==> src/rtl/kcl_pkg.sv <==
// shared types, codes and reset values for the keypad combination lock
package kcl_pkg;

  typedef enum logic [2:0] {
    MODE_STANDBY = 3'd0,
    MODE_AWAIT   = 3'd1,
    MODE_ENTRY   = 3'd2,
    MODE_MENU    = 3'd3,
    MODE_HOLD    = 3'd4,
    MODE_LOCK    = 3'd5
  } mode_t;

  localparam logic [1:0] CMD_TICK = 2'd0;
  localparam logic [1:0] CMD_KEY  = 2'd1;
  localparam logic [1:0] CMD_DIST = 2'd2;

  localparam logic [7:0] KEY_EQ   = 8'h3D;
  localparam logic [7:0] KEY_0    = 8'h30;
  localparam logic [7:0] KEY_9    = 8'h39;
  localparam logic [7:0] KEY_1    = 8'h31;
  localparam logic [7:0] KEY_2    = 8'h32;

  localparam logic [2:0] REG_PASSWORD  = 3'd0;
  localparam logic [2:0] REG_NEAR      = 3'd1;
  localparam logic [2:0] REG_KEY_TMO   = 3'd2;
  localparam logic [2:0] REG_MAX_TRIAL = 3'd3;
  localparam logic [2:0] REG_LOCKOUT   = 3'd4;
  localparam logic [2:0] REG_HOLD      = 3'd5;

  localparam int CFG_IDX_W  = 3;
  localparam int CFG_DATA_W = 32;

  localparam logic [15:0] RST_PASSWORD  = 16'd1997;
  localparam logic [9:0]  RST_NEAR      = 10'd15;
  localparam logic [31:0] RST_KEY_TMO   = 32'd35000;
  localparam logic [3:0]  RST_MAX_TRIAL = 4'd3;
  localparam logic [31:0] RST_LOCKOUT   = 32'd120000000;
  localparam logic [31:0] RST_HOLD      = 32'd50000000;

  typedef struct packed {
    logic [15:0] password;
    logic [9:0]  near_threshold_cm;
    logic [31:0] key_timeout_ticks;
    logic [3:0]  max_trials;
    logic [31:0] lockout_ticks;
    logic [31:0] relay_hold_ticks;
  } cfg_t;

  typedef struct packed {
    logic [1:0] command;
    logic [7:0] key_char;
    logic [9:0] distance_cm;
  } evt_t;

  typedef struct packed {
    logic       granted;
    logic       wrong_code;
    logic       digit_echo;
    logic       light_on;
    logic       relay_on;
    mode_t      mode;
  } res_t;

endpackage

==> src/rtl/kcl_cfg.sv <==
// configuration register file of the keypad combination lock
module kcl_cfg (
  input  logic                          clk,
  input  logic                          rst_n,
  input  logic                          cfg_we,
  input  logic [kcl_pkg::CFG_IDX_W-1:0] cfg_index,
  input  logic [kcl_pkg::CFG_DATA_W-1:0] cfg_wdata,
  output kcl_pkg::cfg_t                 cfg
);

  kcl_pkg::cfg_t cfg_r;

  always_ff @(posedge clk) begin
    if (!rst_n) begin
      cfg_r.password          <= kcl_pkg::RST_PASSWORD;
      cfg_r.near_threshold_cm <= kcl_pkg::RST_NEAR;
      cfg_r.key_timeout_ticks <= kcl_pkg::RST_KEY_TMO;
      cfg_r.max_trials        <= kcl_pkg::RST_MAX_TRIAL;
      cfg_r.lockout_ticks     <= kcl_pkg::RST_LOCKOUT;
      cfg_r.relay_hold_ticks  <= kcl_pkg::RST_HOLD;
    end else if (cfg_we) begin
      case (cfg_index)
        kcl_pkg::REG_PASSWORD:  cfg_r.password          <= cfg_wdata[15:0];
        kcl_pkg::REG_NEAR:      cfg_r.near_threshold_cm <= cfg_wdata[9:0];
        kcl_pkg::REG_KEY_TMO:   cfg_r.key_timeout_ticks <= cfg_wdata[31:0];
        kcl_pkg::REG_MAX_TRIAL: cfg_r.max_trials        <= cfg_wdata[3:0];
        kcl_pkg::REG_LOCKOUT:   cfg_r.lockout_ticks     <= cfg_wdata[31:0];
        kcl_pkg::REG_HOLD:      cfg_r.relay_hold_ticks  <= cfg_wdata[31:0];
        default: ;
      endcase
    end
  end

  assign cfg = cfg_r;

endmodule

==> src/rtl/kcl_core.sv <==
// lock state machine: mode, code entry, trial count, idle counter and outputs
module kcl_core #(
  parameter int COUNTER_WIDTH = 32
) (
  input  logic          clk,
  input  logic          rst_n,
  input  logic          step,
  input  kcl_pkg::evt_t evt,
  input  kcl_pkg::cfg_t cfg,
  output kcl_pkg::res_t res
);

  localparam int LW = (COUNTER_WIDTH > 32) ? COUNTER_WIDTH : 32;
  localparam logic [COUNTER_WIDTH-1:0] CMAX = {COUNTER_WIDTH{1'b1}};

  kcl_pkg::mode_t             mode_r, mode_nxt;
  logic [15:0]                entered_r, entered_nxt;
  logic [COUNTER_WIDTH-1:0]   cnt_r, cnt_nxt;
  logic [3:0]                 wrong_r, wrong_nxt;
  logic                       retry_r, retry_nxt;
  logic                       relay_r, relay_nxt;
  logic                       light_r, light_nxt;

  logic [COUNTER_WIDTH-1:0]   cnt_inc;
  logic [31:0]                lim_sel;
  logic [LW-1:0]              lim_ext, lim_clamp, cnt_ext, cmax_ext;
  logic                       expired;
  logic                       is_tick, is_key, is_digit, pw_match, trials_out;
  logic [15:0]                digit_val;
  logic                       echo, wrong, ok;

  // idle counter saturates; expiry limit is clamped to the counter maximum
  assign cnt_inc   = (cnt_r == CMAX) ? cnt_r : cnt_r + 1'b1;
  assign cnt_ext   = LW'(cnt_inc);
  assign cmax_ext  = LW'(CMAX);
  assign lim_ext   = LW'(lim_sel);
  assign lim_clamp = (lim_ext > cmax_ext) ? cmax_ext : lim_ext;
  assign expired   = (cnt_ext >= lim_clamp);

  assign is_tick    = (evt.command == kcl_pkg::CMD_TICK);
  assign is_key     = (evt.command == kcl_pkg::CMD_KEY);
  assign is_digit   = (evt.key_char >= kcl_pkg::KEY_0) && (evt.key_char <= kcl_pkg::KEY_9);
  assign digit_val  = {8'd0, evt.key_char - kcl_pkg::KEY_0};
  assign pw_match   = (entered_r == cfg.password);
  assign trials_out = ({1'b0, wrong_r} + 5'd1) >= {1'b0, cfg.max_trials};

  always_comb begin
    case (mode_r)
      kcl_pkg::MODE_HOLD: lim_sel = cfg.relay_hold_ticks;
      kcl_pkg::MODE_LOCK: lim_sel = cfg.lockout_ticks;
      default:            lim_sel = cfg.key_timeout_ticks;
    endcase
  end

  always_comb begin
    logic do_submit;
    logic do_standby;
    mode_nxt    = mode_r;
    entered_nxt = entered_r;
    cnt_nxt     = cnt_r;
    wrong_nxt   = wrong_r;
    retry_nxt   = retry_r;
    relay_nxt   = relay_r;
    light_nxt   = light_r;
    echo        = 1'b0;
    wrong       = 1'b0;
    ok          = 1'b0;
    do_submit   = 1'b0;
    do_standby  = 1'b0;

    case (mode_r)
      kcl_pkg::MODE_STANDBY: begin
        if (evt.command == kcl_pkg::CMD_DIST &&
            evt.distance_cm <= cfg.near_threshold_cm) begin
          mode_nxt    = kcl_pkg::MODE_AWAIT;
          entered_nxt = 16'd0;
          cnt_nxt     = '0;
        end
      end
      kcl_pkg::MODE_AWAIT: begin
        if (is_key) begin
          mode_nxt    = kcl_pkg::MODE_ENTRY;
          entered_nxt = 16'd0;
          cnt_nxt     = '0;
        end else if (is_tick) begin
          cnt_nxt    = cnt_inc;
          do_standby = expired;
        end
      end
      kcl_pkg::MODE_ENTRY: begin
        if (is_key) begin
          if (evt.key_char == kcl_pkg::KEY_EQ) begin
            do_submit = 1'b1;
          end else if (is_digit) begin
            // times ten as shift-and-add, wraps at 16 bits
            entered_nxt = (entered_r << 3) + (entered_r << 1) + digit_val;
            echo        = 1'b1;
          end
        end else if (is_tick) begin
          cnt_nxt = cnt_inc;
          if (expired) begin
            do_submit  = retry_r;
            do_standby = !retry_r;
          end
        end
      end
      kcl_pkg::MODE_MENU: begin
        if (is_key && (evt.key_char == kcl_pkg::KEY_1 || evt.key_char == kcl_pkg::KEY_2)) begin
          light_nxt = (evt.key_char == kcl_pkg::KEY_1);
          mode_nxt  = kcl_pkg::MODE_HOLD;
          cnt_nxt   = '0;
        end
      end
      kcl_pkg::MODE_HOLD: begin
        if (is_tick) begin
          cnt_nxt = cnt_inc;
          if (expired) begin
            relay_nxt  = 1'b0;
            do_standby = 1'b1;
          end
        end
      end
      kcl_pkg::MODE_LOCK: begin
        if (is_tick) begin
          cnt_nxt    = cnt_inc;
          do_standby = expired;
        end
      end
      default: begin
        do_standby = 1'b1;
      end
    endcase

    if (do_submit) begin
      cnt_nxt   = '0;
      retry_nxt = 1'b0;
      if (pw_match) begin
        ok        = 1'b1;
        wrong_nxt = 4'd0;
        relay_nxt = 1'b1;
        mode_nxt  = kcl_pkg::MODE_MENU;
      end else if (trials_out) begin
        mode_nxt    = kcl_pkg::MODE_LOCK;
        wrong_nxt   = 4'd0;
        entered_nxt = 16'd0;
      end else begin
        wrong       = 1'b1;
        wrong_nxt   = wrong_r + 4'd1;
        entered_nxt = 16'd0;
        retry_nxt   = 1'b1;
        mode_nxt    = kcl_pkg::MODE_ENTRY;
      end
    end

    if (do_standby) begin
      mode_nxt    = kcl_pkg::MODE_STANDBY;
      entered_nxt = 16'd0;
      retry_nxt   = 1'b0;
      cnt_nxt     = '0;
    end
  end

  always_ff @(posedge clk) begin
    if (!rst_n) begin
      mode_r    <= kcl_pkg::MODE_STANDBY;
      entered_r <= 16'd0;
      cnt_r     <= '0;
      wrong_r   <= 4'd0;
      retry_r   <= 1'b0;
      relay_r   <= 1'b0;
      light_r   <= 1'b0;
    end else if (step) begin
      mode_r    <= mode_nxt;
      entered_r <= entered_nxt;
      cnt_r     <= cnt_nxt;
      wrong_r   <= wrong_nxt;
      retry_r   <= retry_nxt;
      relay_r   <= relay_nxt;
      light_r   <= light_nxt;
    end
  end

  assign res.mode       = mode_nxt;
  assign res.relay_on   = relay_nxt;
  assign res.light_on   = light_nxt;
  assign res.digit_echo = echo;
  assign res.wrong_code = wrong;
  assign res.granted    = ok;

endmodule

==> src/rtl/keypad_combination_lock.sv <==
// keypad combination lock: event stream in, one status word out per event
// an accepted event waits in the input register, then its result word in the result register
// throughput: one word per cycle while out_tready stays high; each event is resolved in a single pass
// in_tready stays high while the input register is empty or the result register is empty or being taken
// reset (rst_n low, synchronous): standby mode, counters cleared, relay and light off,
// configuration registers back to their defaults, both stages empty
module keypad_combination_lock #(
  parameter int COUNTER_WIDTH = 32
) (
  input  logic                           clk,
  input  logic                           rst_n,
  input  logic                           in_tvalid,
  output logic                           in_tready,
  input  logic [23:0]                    in_tdata,   // key_char[7:0], distance_cm[17:8], pad
  input  logic [1:0]                     in_tuser,   // command[1:0]
  output logic                           out_tvalid,
  input  logic                           out_tready,
  output logic [7:0]                     out_tdata,  // mode[2:0], relay_on, light_on,
                                                     // digit_echo, wrong_code, granted
  input  logic                           cfg_we,
  input  logic [kcl_pkg::CFG_IDX_W-1:0]  cfg_index,
  input  logic [kcl_pkg::CFG_DATA_W-1:0] cfg_wdata
);

  kcl_pkg::cfg_t cfg;
  kcl_pkg::evt_t evt_r;
  kcl_pkg::res_t res;
  logic          s1_valid_r;
  logic          out_valid_r;
  logic [7:0]    out_data_r;
  logic          advance;
  logic          step;

  assign advance   = !out_valid_r || out_tready;
  assign in_tready = !s1_valid_r || advance;
  assign step      = s1_valid_r && advance;

  always_ff @(posedge clk) begin
    if (!rst_n) begin
      s1_valid_r <= 1'b0;
    end else if (in_tready) begin
      s1_valid_r <= in_tvalid;
    end
  end

  always_ff @(posedge clk) begin
    if (in_tready && in_tvalid) begin
      evt_r.command     <= in_tuser;
      evt_r.key_char    <= in_tdata[7:0];
      evt_r.distance_cm <= in_tdata[17:8];
    end
  end

  always_ff @(posedge clk) begin
    if (!rst_n) begin
      out_valid_r <= 1'b0;
    end else if (advance) begin
      out_valid_r <= s1_valid_r;
    end
  end

  always_ff @(posedge clk) begin
    if (step) begin
      out_data_r <= res;
    end
  end

  kcl_cfg u_cfg (
    .clk       (clk),
    .rst_n     (rst_n),
    .cfg_we    (cfg_we),
    .cfg_index (cfg_index),
    .cfg_wdata (cfg_wdata),
    .cfg       (cfg)
  );

  kcl_core #(
    .COUNTER_WIDTH (COUNTER_WIDTH)
  ) u_core (
    .clk   (clk),
    .rst_n (rst_n),
    .step  (step),
    .evt   (evt_r),
    .cfg   (cfg),
    .res   (res)
  );

  assign out_tvalid = out_valid_r;
  assign out_tdata  = out_data_r;

endmodule

==> config.mk <==
export PLATFORM = sky130hd
export DESIGN_NAME = keypad_combination_lock
export DESIGN_NICKNAME = d
export VERILOG_FILES = /design/src/rtl/kcl_pkg.sv /design/src/rtl/kcl_cfg.sv /design/src/rtl/kcl_core.sv /design/src/rtl/keypad_combination_lock.sv
export SDC_FILE = /design/constraint.sdc
export NUM_CORES = 1
export LEC_CHECK = 0
export BUFFER_PORTS_ARGS = -buffer_cell sky130_fd_sc_hd__buf_4
export CAP_MARGIN = 10
export CORE_UTILIZATION = 40
export DETAILED_ROUTE_END_ITERATION = 6
export GPL_ROUTABILITY_DRIVEN = 1
export PLACE_DENSITY = 0.6
export SLEW_MARGIN = 20
export SYNTH_ARGS = -nofsm -noshare
export SYNTH_HDL_FRONTEND = slang
export SYNTH_SLANG_ARGS = --single-unit
==> constraint.sdc <==
create_clock -name clk -period 6.1 [get_ports clk]
set_input_delay 1.22 -clock clk [delete_from_list [all_inputs] [get_ports clk]]
set_output_delay 1.22 -clock clk [all_outputs]
set_load 0.01 [all_outputs]
==> impl_metrics.yaml, run 1 <==
detailed_routing:
  post_drt_wl_per_cell_um: 16.2
  vias: 9816
  vias_per_cell: 5.36
  wl_um: 29600
  first_pass_iters: 5
  route.antenna.remaining_nets: 0
  drc: 0
  first_iter_violations: 547
cts:
  cts.path.max_buffers: 3
  cts_tree: "yes"
  clk_latency_ps: 530
  cts_made_buffers: 25
  clk_pin_slew_ps: 60
  clock_sinks: 214
  post_cts_resized: 0
  ctsHoldBuffers: 0
  htree_levels: 1
  cts_setup_buffers: 0
  root_buffer: "clkbuf_16"
worst_setup_path:
  cp_slowest_cell: "or4_1"
  cp_top_family: "simple AND/OR/NAND/NOR gates"
  r2r_start: "u_core.cnt_r[4]$_SDFFE_PN0P_"
  reg2reg_depth: 16
  rr_endpoint: "u_core.cnt_r[19]$_SDFFE_PN0P_"
  crit_required_ps: 6540
  crit_fanout: 8
  arrival_ps: 5770
  crit_chain: "and4_1 -> and4_4 -> nand2_4 -> or4_1 -> or3_4 -> xnor2_1 -> ha_1 -> nand4_1 -> nor3_1 -> a221oi_1 -> nand2_1 -> a22oi_1 -> buf_4 -> o2111ai_1 -> or3b_2 -> a21oi_1"
  slowest_delay_ps: 650
  path_class: "flip-flop to flip-flop"
  critPathCaptureType: "flip-flop"
  path_buf_inv: 1
  cp-start-kind: "flip-flop"
  r2r_slack_ps: 770
place:
  port_buffers: 69
  gp_congestion: 0.867
  dp_hpwl_um: 20300
  dpl_cell_area_um2: 12300
yosys:
  yosysWarnings: 0
  yosysUniqueCellTypes: 69
  synth_edf_count: 28
  avgSynthCellArea_um2: 8.24
  ys_async_sr_fraction: 0
  syn-num-nets: 1530
  synth_area_um2: 11400
  synthFlopType: "dfxtp_1"
  synthesis.instances: 1387
  ys_seq_elements: 214
  synth-seq-area-share: 0.399
finish:
  fin_nets: 1577
  design_area_um2: 13200
  antennaDiodeCount: 0
  final_cell_mix: "316 x nand2_1, 185 x dfxtp_1, 164 x a21oi_1, 91 x buf_4, 73 x nor2_1"
  area_growth_syn_to_layout_pct: 15.4
  final_common_cell: "nand2_1"
  drive_above_1_share: 0.105
global_route:
  grt_overflow: 0
  grt_max_degree: 98
  grt_pass1_vias: 9133
  grt_pass1_wl_um: 48400
  antenna_found_initial: 0
  grt_use_total: 0.206
timing:
  post-route-period-util: 0.874
  tightest_slew_ps: 953
  tns_ps: 0
  grt_setup_unrepaired: "no"
  slew_viol_final: 0
  relSlewSlack: 0.364
  setup_violations: 0
  period_minus_slack_ps: 5330
  fin_worst_skew_ps: 26.4
  hold_viol: 0
  max_freq_ghz: 0.187
floorplanning:
  core_area_um2: 27900
  num_rows: 61
  fp.dieW_um: 171
  die_area_um2: 29300
  start_util: 0.409
  io_pins: 76
  die_y_um: 171
min_path:
  whs_path_depth: 2
  hp-class: "flip-flop to flip-flop"
  worstHoldStart: "u_cfg.cfg[26]$_SDFFE_PN0P_"
  min_to: "u_cfg.cfg[26]$_SDFFE_PN0P_"
pwr:
  power_density_nw_per_um2: 248
  ir_drop_mv: 0.186
  p_leak_nw: 5.27
  p_total_w: 0.00327
outcome:
  status: "finished clean"
flow_run:
  cap_violations: 0
[routing by layer]
metal  vias up  part of all wire  track usage
met1      4603              0.51        0.308
met3        32             0.049       0.0280
li1       4963                 -            -
met5         -                 0            0
met2       218              0.43        0.314
met4         0             0.015       0.0408
[state kept, by name (all words and copies together), names as in the netlist, 3 cells and up]
register	flops
u_cfg.cfg	126
u_core.cnt_r	32
evt_r	20
u_core.entered_r	16
out_tdata	8
u_core.wrong_r	4
u_core.mode_r	3
[metrics by stage]
stage | hold WS (ps) | worst slack (ps) | util | instances
6_report | 452 | 766 | 0.472 | 1831
5_1_grt | 469 | 381 | 0.472 | 1831
4_1_cts | 454 | 760 | 0.472 | 1831
3_5_place_dp | 446 | 754 | 0.442 | 1785
3_3_place_gp | 441 | 847 | 0.442 | 1785
2_1_floorplan | 436 | 1620 | - | 1387
[cell families (layout without fill, tap and decap cells)]
group           Yosys count  in the layout  synth area share
flops                   214            214             0.399
compound gates          303            303             0.164
fa+ha+maj                77             77            0.0882
buf+inv                 114            180            0.0381
simple gates            581            581             0.231
xor+xnor                 60             60            0.0460
mux                      38             38            0.0334
[worst max path at each step]
stage,from,to,slack [ps],cells past startpoint
floorplan,u_core.cnt_r[4]$_SDFFE_PN0P_,u_core.cnt_r[10]$_SDFFE_PN0P_,1620,19
global placement,u_core.cnt_r[4]$_SDFFE_PN0P_,u_core.cnt_r[19]$_SDFFE_PN0P_,850,16
detailed placement,u_core.cnt_r[4]$_SDFFE_PN0P_,u_core.cnt_r[19]$_SDFFE_PN0P_,750,16
CTS,u_core.cnt_r[4]$_SDFFE_PN0P_,u_core.cnt_r[19]$_SDFFE_PN0P_,760,16
global route,u_core.cnt_r[0]$_SDFFE_PN0P_,u_core.cnt_r[19]$_SDFFE_PN0P_,380,19
finish,u_core.cnt_r[4]$_SDFFE_PN0P_,u_core.cnt_r[19]$_SDFFE_PN0P_,770,16
[final cells by class]
class                           count  area, um^2
Fill cell                        2810       14700
Multi-Input combinational cell   1059        6460
Sequential cell                   214        4570
Clock buffer                       39         728
Timing Repair Buffer               92         694
Tap cell                          378         473
Inverter                           42         159
Clock inverter                      7         114
[synth_stat cells, types with 29 or more instances]
cell type	instances	area (um^2)
nand3_1	62	310
xor2_1	31	272
ha_1	71	888
nor2_1	75	282
inv_1	40	150
a21oi_1	164	821
xnor2_1	29	254
nand2_1	316	1190
dfxtp_1	186	3720
clkbuf_1	60	225
o21ai_0	30	150
mux2i_1	37	370
[power by group]
| part | switching, W | internal [W] | total [W] |
|---|---|---|---|
| sequential | 0.0000210 | 0.00146 | 0.00148 |
| clock | 0.000595 | 0.000944 | 0.00154 |
| combinational | 0.000156 | 0.0000963 | 0.000253 |
| total | 0.000772 | 0.00250 | 0.00327 |
[worst reg2reg max path, cell delays in order (launching register included)]
cell	delay, ps
dfxtp_1	430
and4_1	350
and4_4	300
nand2_4	70
or4_1	650
or3_4	450
xnor2_1	140
ha_1	310
nand4_1	170
nor3_1	70
a221oi_1	460
nand2_1	190
a22oi_1	530
buf_4	260
o2111ai_1	210
or3b_2	530
a21oi_1	140
Note: power is estimated with default switching activity, not from simulation.
==> inputs of run 2 (changes only) <==
CORE_MARGIN = 5   (was unset)
clock period = 5.1 ns   (was 6.1 ns; I/O delays follow)
==> impl_metrics.yaml, run 2 (synthesized netlist as in run 1, its figures left out) <==
outcome:
  status: "finished clean"
global_route:
  grt_pass1_vias: 9488
  grt_use_total: 0.189
  grt_busiest_layer: "met2"
  grt_pass1_wl_um: 49300
  gr-usage-met3: 0.0302
  grt_overflow: 0
  grt_max_degree: 80
  use_met2: 0.289
  gr-usage-met1: 0.276
  antenna_found_initial: 0
pwr:
  switching_share: 0.233
  ir_drop_mv: 0.228
  intPower_w: 0.00304
  power.share.clock: 0.475
  p_switching_w: 0.000921
  power_density_nw_per_um2: 296
  seq_power_share: 0.448
  p_comb_frac: 0.077
  p_leak_nw: 5.38
place:
  dpl_cell_area_um2: 12500
  dp_hpwl_um: 20900
  port_buffers: 69
  dpl.cell_count: 1804
  gp_congestion: 0.856
worst_setup_path:
  crit_required_ps: 5510
  cp_slowest_cell: "or4_1"
  path_class: "flip-flop to flip-flop"
  crit_fanout: 19
  arrival_ps: 5240
  crit_chain: "ha_1 -> nand3_1 -> or3_1 -> nor4_2 -> or4_1 -> or3_4 -> xnor2_1 -> ha_1 -> nand4_1 -> or4_1 -> nor2_1 -> a22oi_1 -> buf_4 -> o22ai_1 -> o41ai_2 -> buf_4 -> a22o_1"
  cp-start-kind: "flip-flop"
  critPathCaptureType: "flip-flop"
  r2r_start: "u_core.cnt_r[0]$_SDFFE_PN0P_"
  slowest_delay_ps: 620
  cp-startpoint: "u_core.cnt_r[0]$_SDFFE_PN0P_"
  r2r_slack_ps: 280
min_path:
  worstHoldStart: "u_cfg.cfg[62]$_SDFFE_PN0P_"
  hp-class: "flip-flop to flip-flop"
timing:
  tightest_slew_ps: 1060
  timing.hold.ws_ps: 453
  tns_ps: 0
  period_minus_slack_ps: 4820
  relSlewSlack: 0.284
  slew_viol_final: 0
  setup_violations: 0
  post-route-period-util: 0.946
  grt_setup_unrepaired: "no"
  fin_worst_skew_ps: 8.86
  max_freq_ghz: 0.207
  hold_viol: 0
finish:
  final_cell_count_no_fill: 1847
  antennaDiodeCount: 0
  design_area_um2: 13400
  final_cell_mix: "316 x nand2_1, 185 x dfxtp_1, 164 x a21oi_1, 110 x buf_4, 72 x nor2_1"
  fin_nets: 1596
  largest_register_ffs: 126
  area_growth_syn_to_layout_pct: 17.0
  drive_above_1_share: 0.117
  final_common_cell: "nand2_1"
cts:
  cts_tree: "yes"
  clk_latency_ps: 520
  cts_setup_buffers: 0
  clk_pin_slew_ps: 60
  cts_made_buffers: 25
  clock_sinks: 214
  cts.path.max_buffers: 3
  root_buffer: "clkbuf_16"
  htree_levels: 1
detailed_routing:
  vias_per_cell: 5.37
  first_pass_iters: 5
  vias: 9911
  post_drt_wl_per_cell_um: 16.4
  route.antenna.remaining_nets: 0
  first_iter_violations: 541
  wl_um: 30300
  drc: 0
flow_run:
  cap_violations: 0
floorplanning:
  io_pins: 76
  fp.dieW_um: 179
  num_rows: 61
  die_area_um2: 32100
  start_util: 0.408
  die_y_um: 179
  core_area_um2: 28000
-- run 2: path summary, 6_finish.rpt --
kind,end,depth (start not counted)
hold / removal,u_cfg.cfg[62]$_SDFFE_PN0P_,2
hold reg to reg,u_cfg.cfg[62]$_SDFFE_PN0P_,2
setup reg to reg,u_core.entered_r[8]$_SDFFE_PN0P_,17
setup / recovery,u_core.entered_r[8]$_SDFFE_PN0P_,17
-- run 2: power by group through the flow --
| stage | combinational [W] | clock, W | sequential [W] |
|---|---|---|---|
| after detailed placement | 0.000305 | 0 | 0.00181 |
| after CTS | 0.000307 | 0.00193 | 0.00177 |
| after global routing | 0.000342 | 0.00200 | 0.00178 |
| after floorplan | 0.000183 | 0 | 0.00180 |
| after global placement | 0.000301 | 0 | 0.00181 |
| final | 0.000305 | 0.00188 | 0.00177 |
-- run 2: cell type report --
cell class / instances / area (um^2)
fillers: 2759 / 14600
clock buffers: 37 / 754
multi-input cells: 1059 / 6460
flip-flops and latches: 214 / 4570
repair buffers: 111 / 846
well taps: 378 / 473
clock inverters: 6 / 109
inverters: 42 / 159
-- run 2: layer usage --
metal  part of all wire  up-vias
li1                   -     4995
met1               0.50     4675
met2               0.43      210
met3              0.052       31
met4              0.015        0
met5                  0        -
-- run 2: stage by stage --
stage | setup WS (ps) | total power [W] | utilization
after global placement | 157 | 0.00211 | 0.446
after detailed placement | 53.2 | 0.00212 | 0.446
after CTS | 12.7 | 0.00401 | 0.477
after global routing | 47.7 | 0.00412 | 0.477
after floorplan | 621 | 0.00199 | -
final | 278 | 0.00396 | 0.477
-- run 2: critical path, delay by kind of cell (launching register included) --
kind                       cells  cell delay (ps)
xor gates and xnor gates       1              150
AOI/OAI and AO/OA              4              770
and+or+nand+nor                8             2380
DFF                            1              360
adders and majority gates      2              560
buffers and inverters          2              480
-- run 2: what timing repair did --
action,4_1_cts,5_1_grt
hold buffers,0,0
endpoints found under the setup margin,0,13
resized for setup,0,1
